`src/hw/rtl/sbf_pkg.sv`:
```
// Package for the spring/bungee force pipeline: fixed-point widths, register
// indexes and the input and result item types.
// No dependencies; used by every file under hw/rtl.
package sbf_pkg;

    localparam int FRAC_BITS = 16;
    localparam int XW    = 32;                 // position and force width
    localparam int DW    = XW + 1;             // separation magnitude width
    localparam int SUMW  = 2 * DW;             // squared length width
    localparam int LW    = DW + 2;             // length width
    localparam int RW    = 2 * LW;             // square root remainder width
    localparam int QW    = FRAC_BITS + 1;      // unit vector component width
    localparam int NW    = DW + FRAC_BITS;     // divider numerator width
    localparam int DRW   = LW + QW;            // divider remainder width
    localparam int KW    = 32;                 // spring constant width
    localparam int RLW   = 31;                 // rest length width
    localparam int SHW   = LW - KW;            // upper slice of the stretch
    localparam int PW    = KW + LW;            // stiffness product width
    localparam int MSW   = PW - FRAC_BITS;     // shifted stiffness product
    localparam int MW    = DW + 1 + FRAC_BITS; // clamped magnitude width
    localparam int FPW   = MW + QW;            // force product width
    localparam int FSW   = FPW - FRAC_BITS;    // shifted force product

    localparam logic [MW-1:0]  MAG_CLAMP = MW'(1) << (MW - 1);
    localparam logic [XW-1:0]  POS_LIMIT = {1'b0, {(XW-1){1'b1}}};
    localparam logic [XW-1:0]  NEG_LIMIT = {1'b1, {(XW-1){1'b0}}};

    localparam logic [0:0] REG_SPRING_CONSTANT = 1'b0;
    localparam logic [0:0] REG_REST_LENGTH     = 1'b1;

    localparam logic [KW-1:0]  SPRING_CONSTANT_RESET = KW'(65536);
    localparam logic [RLW-1:0] REST_LENGTH_RESET     = RLW'(65536);

    typedef struct packed {
        logic          func;
        logic [XW-1:0] pos_x;
        logic [XW-1:0] pos_y;
        logic [XW-1:0] pos_z;
        logic [XW-1:0] other_x;
        logic [XW-1:0] other_y;
        logic [XW-1:0] other_z;
    } sbf_in_t;

    typedef struct packed {
        logic [XW-1:0] force_x;
        logic [XW-1:0] force_y;
        logic [XW-1:0] force_z;
        logic          applied;
        logic          saturated;
    } sbf_out_t;

endpackage

```
`src/hw/rtl/sbf_div.sv`:
```
// Pipelined restoring divider, one quotient bit per stage, QW stages.
// Depends on sbf_pkg for widths; the quotient must fit in QW bits.
module sbf_div
(
    input  logic                    clk,
    input  logic                    en,
    input  logic [sbf_pkg::NW-1:0]  num,
    input  logic [sbf_pkg::LW-1:0]  den,
    output logic [sbf_pkg::QW-1:0]  quo
);

    logic [sbf_pkg::DRW-1:0] rem_reg [sbf_pkg::QW];
    logic [sbf_pkg::LW-1:0]  den_reg [sbf_pkg::QW];
    logic [sbf_pkg::QW-1:0]  quo_reg [sbf_pkg::QW];

    for (genvar i = 0; i < sbf_pkg::QW; i++)
    begin : g_stage
        localparam int Q = sbf_pkg::QW - 1 - i;
        logic [sbf_pkg::DRW-1:0] rem_in;
        logic [sbf_pkg::DRW-1:0] trial;
        logic [sbf_pkg::LW-1:0]  den_in;
        logic [sbf_pkg::QW-1:0]  q_in;

        if (i == 0)
        begin : g_first
            assign rem_in = sbf_pkg::DRW'(num);
            assign den_in = den;
            assign q_in   = '0;
        end
        else
        begin : g_next
            assign rem_in = rem_reg[i-1];
            assign den_in = den_reg[i-1];
            assign q_in   = quo_reg[i-1];
        end

        assign trial = sbf_pkg::DRW'(den_in) << Q;

        always_ff @(posedge clk)
        begin
            if (en)
            begin
                den_reg[i] <= den_in;
                if (rem_in >= trial)
                begin
                    rem_reg[i] <= rem_in - trial;
                    quo_reg[i] <= q_in | (sbf_pkg::QW'(1) << Q);
                end
                else
                begin
                    rem_reg[i] <= rem_in;
                    quo_reg[i] <= q_in;
                end
            end
        end
    end

    assign quo = quo_reg[sbf_pkg::QW-1];

endmodule

```
`config.mk`:
```
export PLATFORM = sky130hd
export DESIGN_NAME = sbf_div
export DESIGN_NICKNAME = d
export VERILOG_FILES = /design/src/hw/rtl/sbf_pkg.sv /design/src/hw/rtl/sbf_div.sv
export SDC_FILE = /design/constraint.sdc
export NUM_CORES = 2
export LEC_CHECK = 0
export BUFFER_PORTS_ARGS = -buffer_cell sky130_fd_sc_hd__buf_2
export CAP_MARGIN = 10
export CORE_MARGIN = 4
export CORE_UTILIZATION = 30
export DETAILED_ROUTE_END_ITERATION = 16
export GPL_TIMING_DRIVEN = 0
export PLACE_DENSITY_LB_ADDON = 0.25
export SLEW_MARGIN = 40
export SYNTH_ARGS = -nofsm -noshare
export SYNTH_HDL_FRONTEND = slang
export SYNTH_SLANG_ARGS = --single-unit
```
`constraint.sdc`:
```
create_clock -name clk -period 3.8 [get_ports clk]
set_input_delay 0.76 -clock clk [delete_from_list [all_inputs] [get_ports clk]]
set_output_delay 0.76 -clock clk [all_outputs]
set_load 0.005 [all_outputs]
```
After elaboration in Yosys (flattened, before gate mapping)
Memory sizes are Yosys's and may differ from the RTL's.
Cells that the tools add are included.

word-level totals
  register bits after elaboration = 0
  RAM bits = 1768
  input port bits = 86
  memories = 3

memories
  name     depth  bits a word  rd ports  clocked after memory_dff  wr ports  line           RTL
  rem_reg  17     52           16        0                         17        sbf_div.sv:12  logic [sbf_pkg::DRW-1:0] rem_reg [sbf_pkg::QW];
  den_reg  17     35           16        0                         17        sbf_div.sv:13  logic [sbf_pkg::LW-1:0] den_reg [sbf_pkg::QW];
  quo_reg  17     17           17        0                         17        sbf_div.sv:14  logic [sbf_pkg::QW-1:0] quo_reg [sbf_pkg::QW];

operators by class
  add/sub/neg operators = 17
  order comparisons = 17
  muxes and demuxes = 138
  bitwise gates (word level) = 34

operators with widths
  operator          number
  $mux W52          17
  $mux W17          17
  $mux W1           104
  $ge A52 B35 Y1    1
  $ge A52 B36 Y1    1
  $ge A52 B37 Y1    1
  $ge A52 B38 Y1    1
  $ge A52 B39 Y1    1
  $ge A52 B40 Y1    1
  $ge A52 B41 Y1    1
  $ge A52 B42 Y1    1
  $ge A52 B43 Y1    1
  $ge A52 B44 Y1    1
  $ge A52 B45 Y1    1
  $ge A52 B46 Y1    1
  $ge A52 B47 Y1    1
  $ge A52 B48 Y1    1
  $ge A52 B49 Y1    1
  $ge A52 B50 Y1    1
  $sub A49 B51 Y52  1
  $sub A52 B35 Y52  1
  $sub A52 B36 Y52  1
  $sub A52 B37 Y52  1
  $sub A52 B38 Y52  1
  other kinds (14)  47

Logic depth before layout (Yosys ltp)
An unclocked memory read counts as a cell.

  depth after elaboration = 6
  depth in mapped cells = 17
  gate-level depth less buffers = 16

Worst setup path after synthesis
No wires, ideal clock.

  path kind = register to register
  from = memory rem_reg[5][10] in the netlist's numbering
  to = memory rem_reg[6][13] in the netlist's numbering, data pin
  library setup time = 0.260 ns
  data arrival time = 3.570 ns
  required time = 3.540 ns
  setup slack = -0.030 ns
  stages on the path, launching flop included = 18
  path buffers = 2
  path through = edfxtp_1 -> inv_1 -> ha_1 -> inv_1 -> fa_1 -> a211oi_1 -> o21bai_1 -> a21oi_1 -> o21ai_1 -> o221a_2 -> o31ai_1 -> o21ai_0 -> a21oi_1 -> nand2b_1 -> o21a_1 -> buf_2 -> buf_2 -> mux2_2

RTL lines
  what             line
  start, declared  sbf_div.sv:12

==> flow_metrics.env <==
export IMPL_worstHoldEndpoint="den_reg[0][19]$_DFFE_PP_"
export IMPL_clock_pin_slew_reported_for_the_worst_setup_and_hold_paths_after_clock_tree_synthesis_ps=50
export IMPL_final_max_slew_viol_count=0
export IMPL_synthesized_instance_count=8168
export IMPL_clock_root_buffer="sky130_fd_sc_hd__clkbuf_16"
export IMPL_post_synth_xor_area_fraction=0.0604
export IMPL_ff_latch_area_um2=46400
export IMPL_holdCritPathClass="in2reg"
export IMPL_hpwlAfterDp_um=200000
export IMPL_post_route_cell_area_um2=106000
export IMPL_synth_area_mux_share=0.0196
export IMPL_netlist_top_cells_area="sky130_fd_sc_hd__edfxtp_1, sky130_fd_sc_hd__ha_1, sky130_fd_sc_hd__a21oi_1, sky130_fd_sc_hd__xnor2_1, sky130_fd_sc_hd__inv_1"
export IMPL_number_of_flops_mapped_to_enable_cells_by_yosys=1545
export IMPL_clockBufferDepth=4
export IMPL_post_drt_wl_per_cell_um=20.1
export IMPL_drt_pre_antenna_iters=7
export IMPL_multiInputGateArea_um2=41700
export IMPL_powerDensity_nw_per_um2=743
export IMPL_ys_ff_latch=1545
export IMPL_clock_tree_htree_level_count=4
export IMPL_report_final_hold_viol_count=0
export IMPL_crit_slowest_cell="sky130_fd_sc_hd__nand4_1"
export IMPL_finalNetCount=9371
export IMPL_worst_ir_drop_vdd_mv=0.387
export IMPL_failing_checks="negative setup slack"
export IMPL_dr_first_iter_drc_count=3081
export IMPL_die_x_um=551
export IMPL_postRouteWirelength_um=257000
export IMPL_core_area_um2=294000
export IMPL_grt_first_pass_wirelength_um=388000
export IMPL_clk_insertion_delay_late_ps=850
export IMPL_reg2reg_setup_slack_ps=-380
export IMPL_synth_top_flop_cell="sky130_fd_sc_hd__edfxtp_1"
export IMPL_power_static_leakage_nw=41.6
export IMPL_yosys_area_top_type_share=0.524
export IMPL_pin_count_of_the_biggest_net_entering_global_routing=90
export IMPL_full_die_area_um2=304000
export IMPL_syn2layout_area_growth_pct=19.9
export IMPL_final_critical_path_setup_slack_ps=-377
export IMPL_yosys_area_share_simple=0.112
export IMPL_drv_cap=0
export IMPL_worst_ep_required_time_ps=4370
export IMPL_n_fill_cell=28600
export IMPL_synth_top_area_cell="sky130_fd_sc_hd__edfxtp_1"
export IMPL_worstHoldStart="den[19]"
export IMPL_global_route_usage_total=0.165
export IMPL_detail_route_antenna_nets=0
export IMPL_synth_top_cells_by_count="sky130_fd_sc_hd__edfxtp_1, sky130_fd_sc_hd__inv_1, sky130_fd_sc_hd__a21oi_1, sky130_fd_sc_hd__nand2_1, sky130_fd_sc_hd__ha_1"
export IMPL_setup_viol_count_final=100
export IMPL_gr_total_overflow=0
export IMPL_async_flop_share=0
export IMPL_top_level_ports=103
export IMPL_synthAdderAreaFrac=0.0873
export IMPL_critical_path_class="reg2reg"
export IMPL_slowest_delay_ps=540
export IMPL_layout_core_utilization=0.361
export IMPL_critPathLaunchType="register"
export IMPL_synth_lib_cells_used_distinct=97
export IMPL_reg2reg_from="rem_reg[1][45]$_DFFE_PP_"
export IMPL_cts_num_sinks=1545
export IMPL_worst_pin_slew_ps=906
export IMPL_synth_warnings=0
export IMPL_dominant_combinational_cell_family_by_area_after_synthesis="compound AO/OA/AOI/OAI gates"
export IMPL_io_buffer_count=102
export IMPL_critical_path_most_common_cell="sky130_fd_sc_hd__nand4_1"
export IMPL_fin_worst_hold_slack_ps=117
export IMPL_reg2reg_to="rem_reg[2][46]$_DFFE_PP_"
export IMPL_worst_slew_margin_rel=0.391
export IMPL_final_period_utilization=1.10
export IMPL_cts_inserted_buffers=190
export IMPL_rows=199
export IMPL_synth_area_um2=88600
export IMPL_rsz0062_at_grt="yes"
export IMPL_synth_nets=8863
export IMPL_die_height_um=551
export IMPL_synthMostInstantiatedCell="sky130_fd_sc_hd__edfxtp_1"
export IMPL_cts_hold_buffers=0
export IMPL_outcome="finished, violations left"
export IMPL_fmax_mhz=239
export IMPL_critPathCaptureType="register"
export IMPL_initial_utilization=0.301
export IMPL_cells_along_the_critical_path="ha_1 > clkbuf_1 > nand4_1 > or2_2 > nor4_4 > nand4_1 > o21ai_2 > a31oi_1 > nand2_8 > buf_12 > buf_16 > mux2_4"
export IMPL_post_drt_via_cell_ratio=4.91
export IMPL_post_route_cells_drive_above_1_share=0.156
export IMPL_syn_area_per_cell_um2=10.8
export IMPL_r2r_worst_path_cells=12
export IMPL_grt_pass1_vias=67000
export IMPL_tritoncts="built"
export IMPL_final_setup_tns_ps=-15790
export IMPL_global_placer_s_final_weighted_congestion=0.979
export IMPL_timing_clock_skew_ps=72.4
export IMPL_detail_route_drc_violations=0
export IMPL_largest_register_ffs=832
export IMPL_area_after_detailed_placement_um2=95000
export IMPL_grt_antenna_before_repair=4
export IMPL_total_power_mw=78.9
export IMPL_post_route_min_period_ps=4180
export IMPL_critical_path_max_fanout=7
export IMPL_arrival_ps=4750
export IMPL_synth_compound_area_frac=0.154
export IMPL_vias=62500
export IMPL_yosysSeqAreaShare=0.524
export IMPL_worstHoldPathCells=1
[cell usage in the layout, fill, tap and decap left out, types with 36 or more instances in the layout]
cell                        instances
sky130_fd_sc_hd__nor2b_1           72
sky130_fd_sc_hd__edfxtp_1        1545
sky130_fd_sc_hd__o21ai_2           50
sky130_fd_sc_hd__xnor2_1          353
sky130_fd_sc_hd__inv_1            752
sky130_fd_sc_hd__buf_4            168
sky130_fd_sc_hd__and3_1            64
sky130_fd_sc_hd__clkbuf_16        201
sky130_fd_sc_hd__nor2_1           475
sky130_fd_sc_hd__a21oi_2           67
sky130_fd_sc_hd__nor3_1            97
sky130_fd_sc_hd__nand2_1          632
sky130_fd_sc_hd__a21o_1           327
sky130_fd_sc_hd__ha_1             550
sky130_fd_sc_hd__nor4_1            54
sky130_fd_sc_hd__xor2_1           256
sky130_fd_sc_hd__a211oi_1          36
sky130_fd_sc_hd__buf_12            45
sky130_fd_sc_hd__clkinv_1          39
sky130_fd_sc_hd__o21ai_0          463
sky130_fd_sc_hd__clkbuf_1         137
sky130_fd_sc_hd__nand3_1          120
sky130_fd_sc_hd__o21bai_1          99
sky130_fd_sc_hd__o21a_1            67
sky130_fd_sc_hd__a21oi_1          647
sky130_fd_sc_hd__mux2_2            70
sky130_fd_sc_hd__mux2_4            71
sky130_fd_sc_hd__buf_2            116
sky130_fd_sc_hd__a31oi_1           41
sky130_fd_sc_hd__nand2b_1          75
sky130_fd_sc_hd__nand4_1          117
[per-stage QoR]
step / setup slack [ps] / cells
detailed placement: -1970 / 12200
floorplan: 50.1 / 8168
finish: -377 / 12700
global route: -470 / 12700
global placement: -15310 / 12200
CTS: -442 / 12700
[per-layer routing]
metal,wire length (µm),global-route usage
met5,0,0
met4,18900,0.101
met3,6510,0.0172
met2,142000,0.334
met1,89000,0.156
[worst max-delay path, delay by kind of cell (launching register included)]
family,cells,cell delay (ps)
buf+inv,3,570
mux,1,310
compound gates,2,610
fa+ha+maj,1,290
simple gates,5,1690
flops,1,400
[cell type report]
| type | instances | share of cell area |
|---|---|---|
| Antenna cell | 6 | 0.000141 |
| Buffer | 215 | 0.0144 |
| Clock buffer | 229 | 0.0463 |
| Clock inverter | 98 | 0.00749 |
| Inverter | 761 | 0.0269 |
| Multi-Input combinational cell | 5625 | 0.393 |
| Sequential cell | 1545 | 0.437 |
| Tap cell | 3919 | 0.0461 |
| Timing Repair Buffer | 338 | 0.0295 |
[worst max-delay path by stage]
stage                        startpoint                        end  slack (ps)  cells past startpoint
5_1_grt        den_reg[0][35]$_DFFE_PP_   rem_reg[2][45]$_DFFE_PP_        -470                     16
3_3_place_gp                         en  rem_reg[11][17]$_DFFE_PP_      -15310                      9
3_5_place_dp                         en  rem_reg[15][35]$_DFFE_PP_       -1970                     12
4_1_cts        den_reg[0][35]$_DFFE_PP_   rem_reg[2][46]$_DFFE_PP_        -440                     16
6_report       rem_reg[1][45]$_DFFE_PP_   rem_reg[2][46]$_DFFE_PP_        -380                     12
2_1_floorplan  rem_reg[5][10]$_DFFE_PP_   rem_reg[6][13]$_DFFE_PP_          50                     17
[power breakdown]
part	internal (mW)	switching, mW	total (mW)
clock	9.84	7.05	16.9
sequential	24.5	2.59	27.1
combinational	15.1	19.9	34.9
total	49.5	29.5	78.9
[cells by family after synthesis]
logic type / after synthesis
AO/OA/AOI/OAI: 2194
XOR/XNOR: 611
adder cells (fa/ha/maj): 609
buffers and inverters: 998
flip-flops: 1545
multiplexers: 150
AND/OR/NAND/NOR: 2061
[repair_timing]
action,in CTS,in global routing
gates cloned,12,4
setup buffers,113,78
resized for setup,574,397
setup endpoints to repair,713,606
pin swaps,112,147
(Power assumes the default switching activity.)
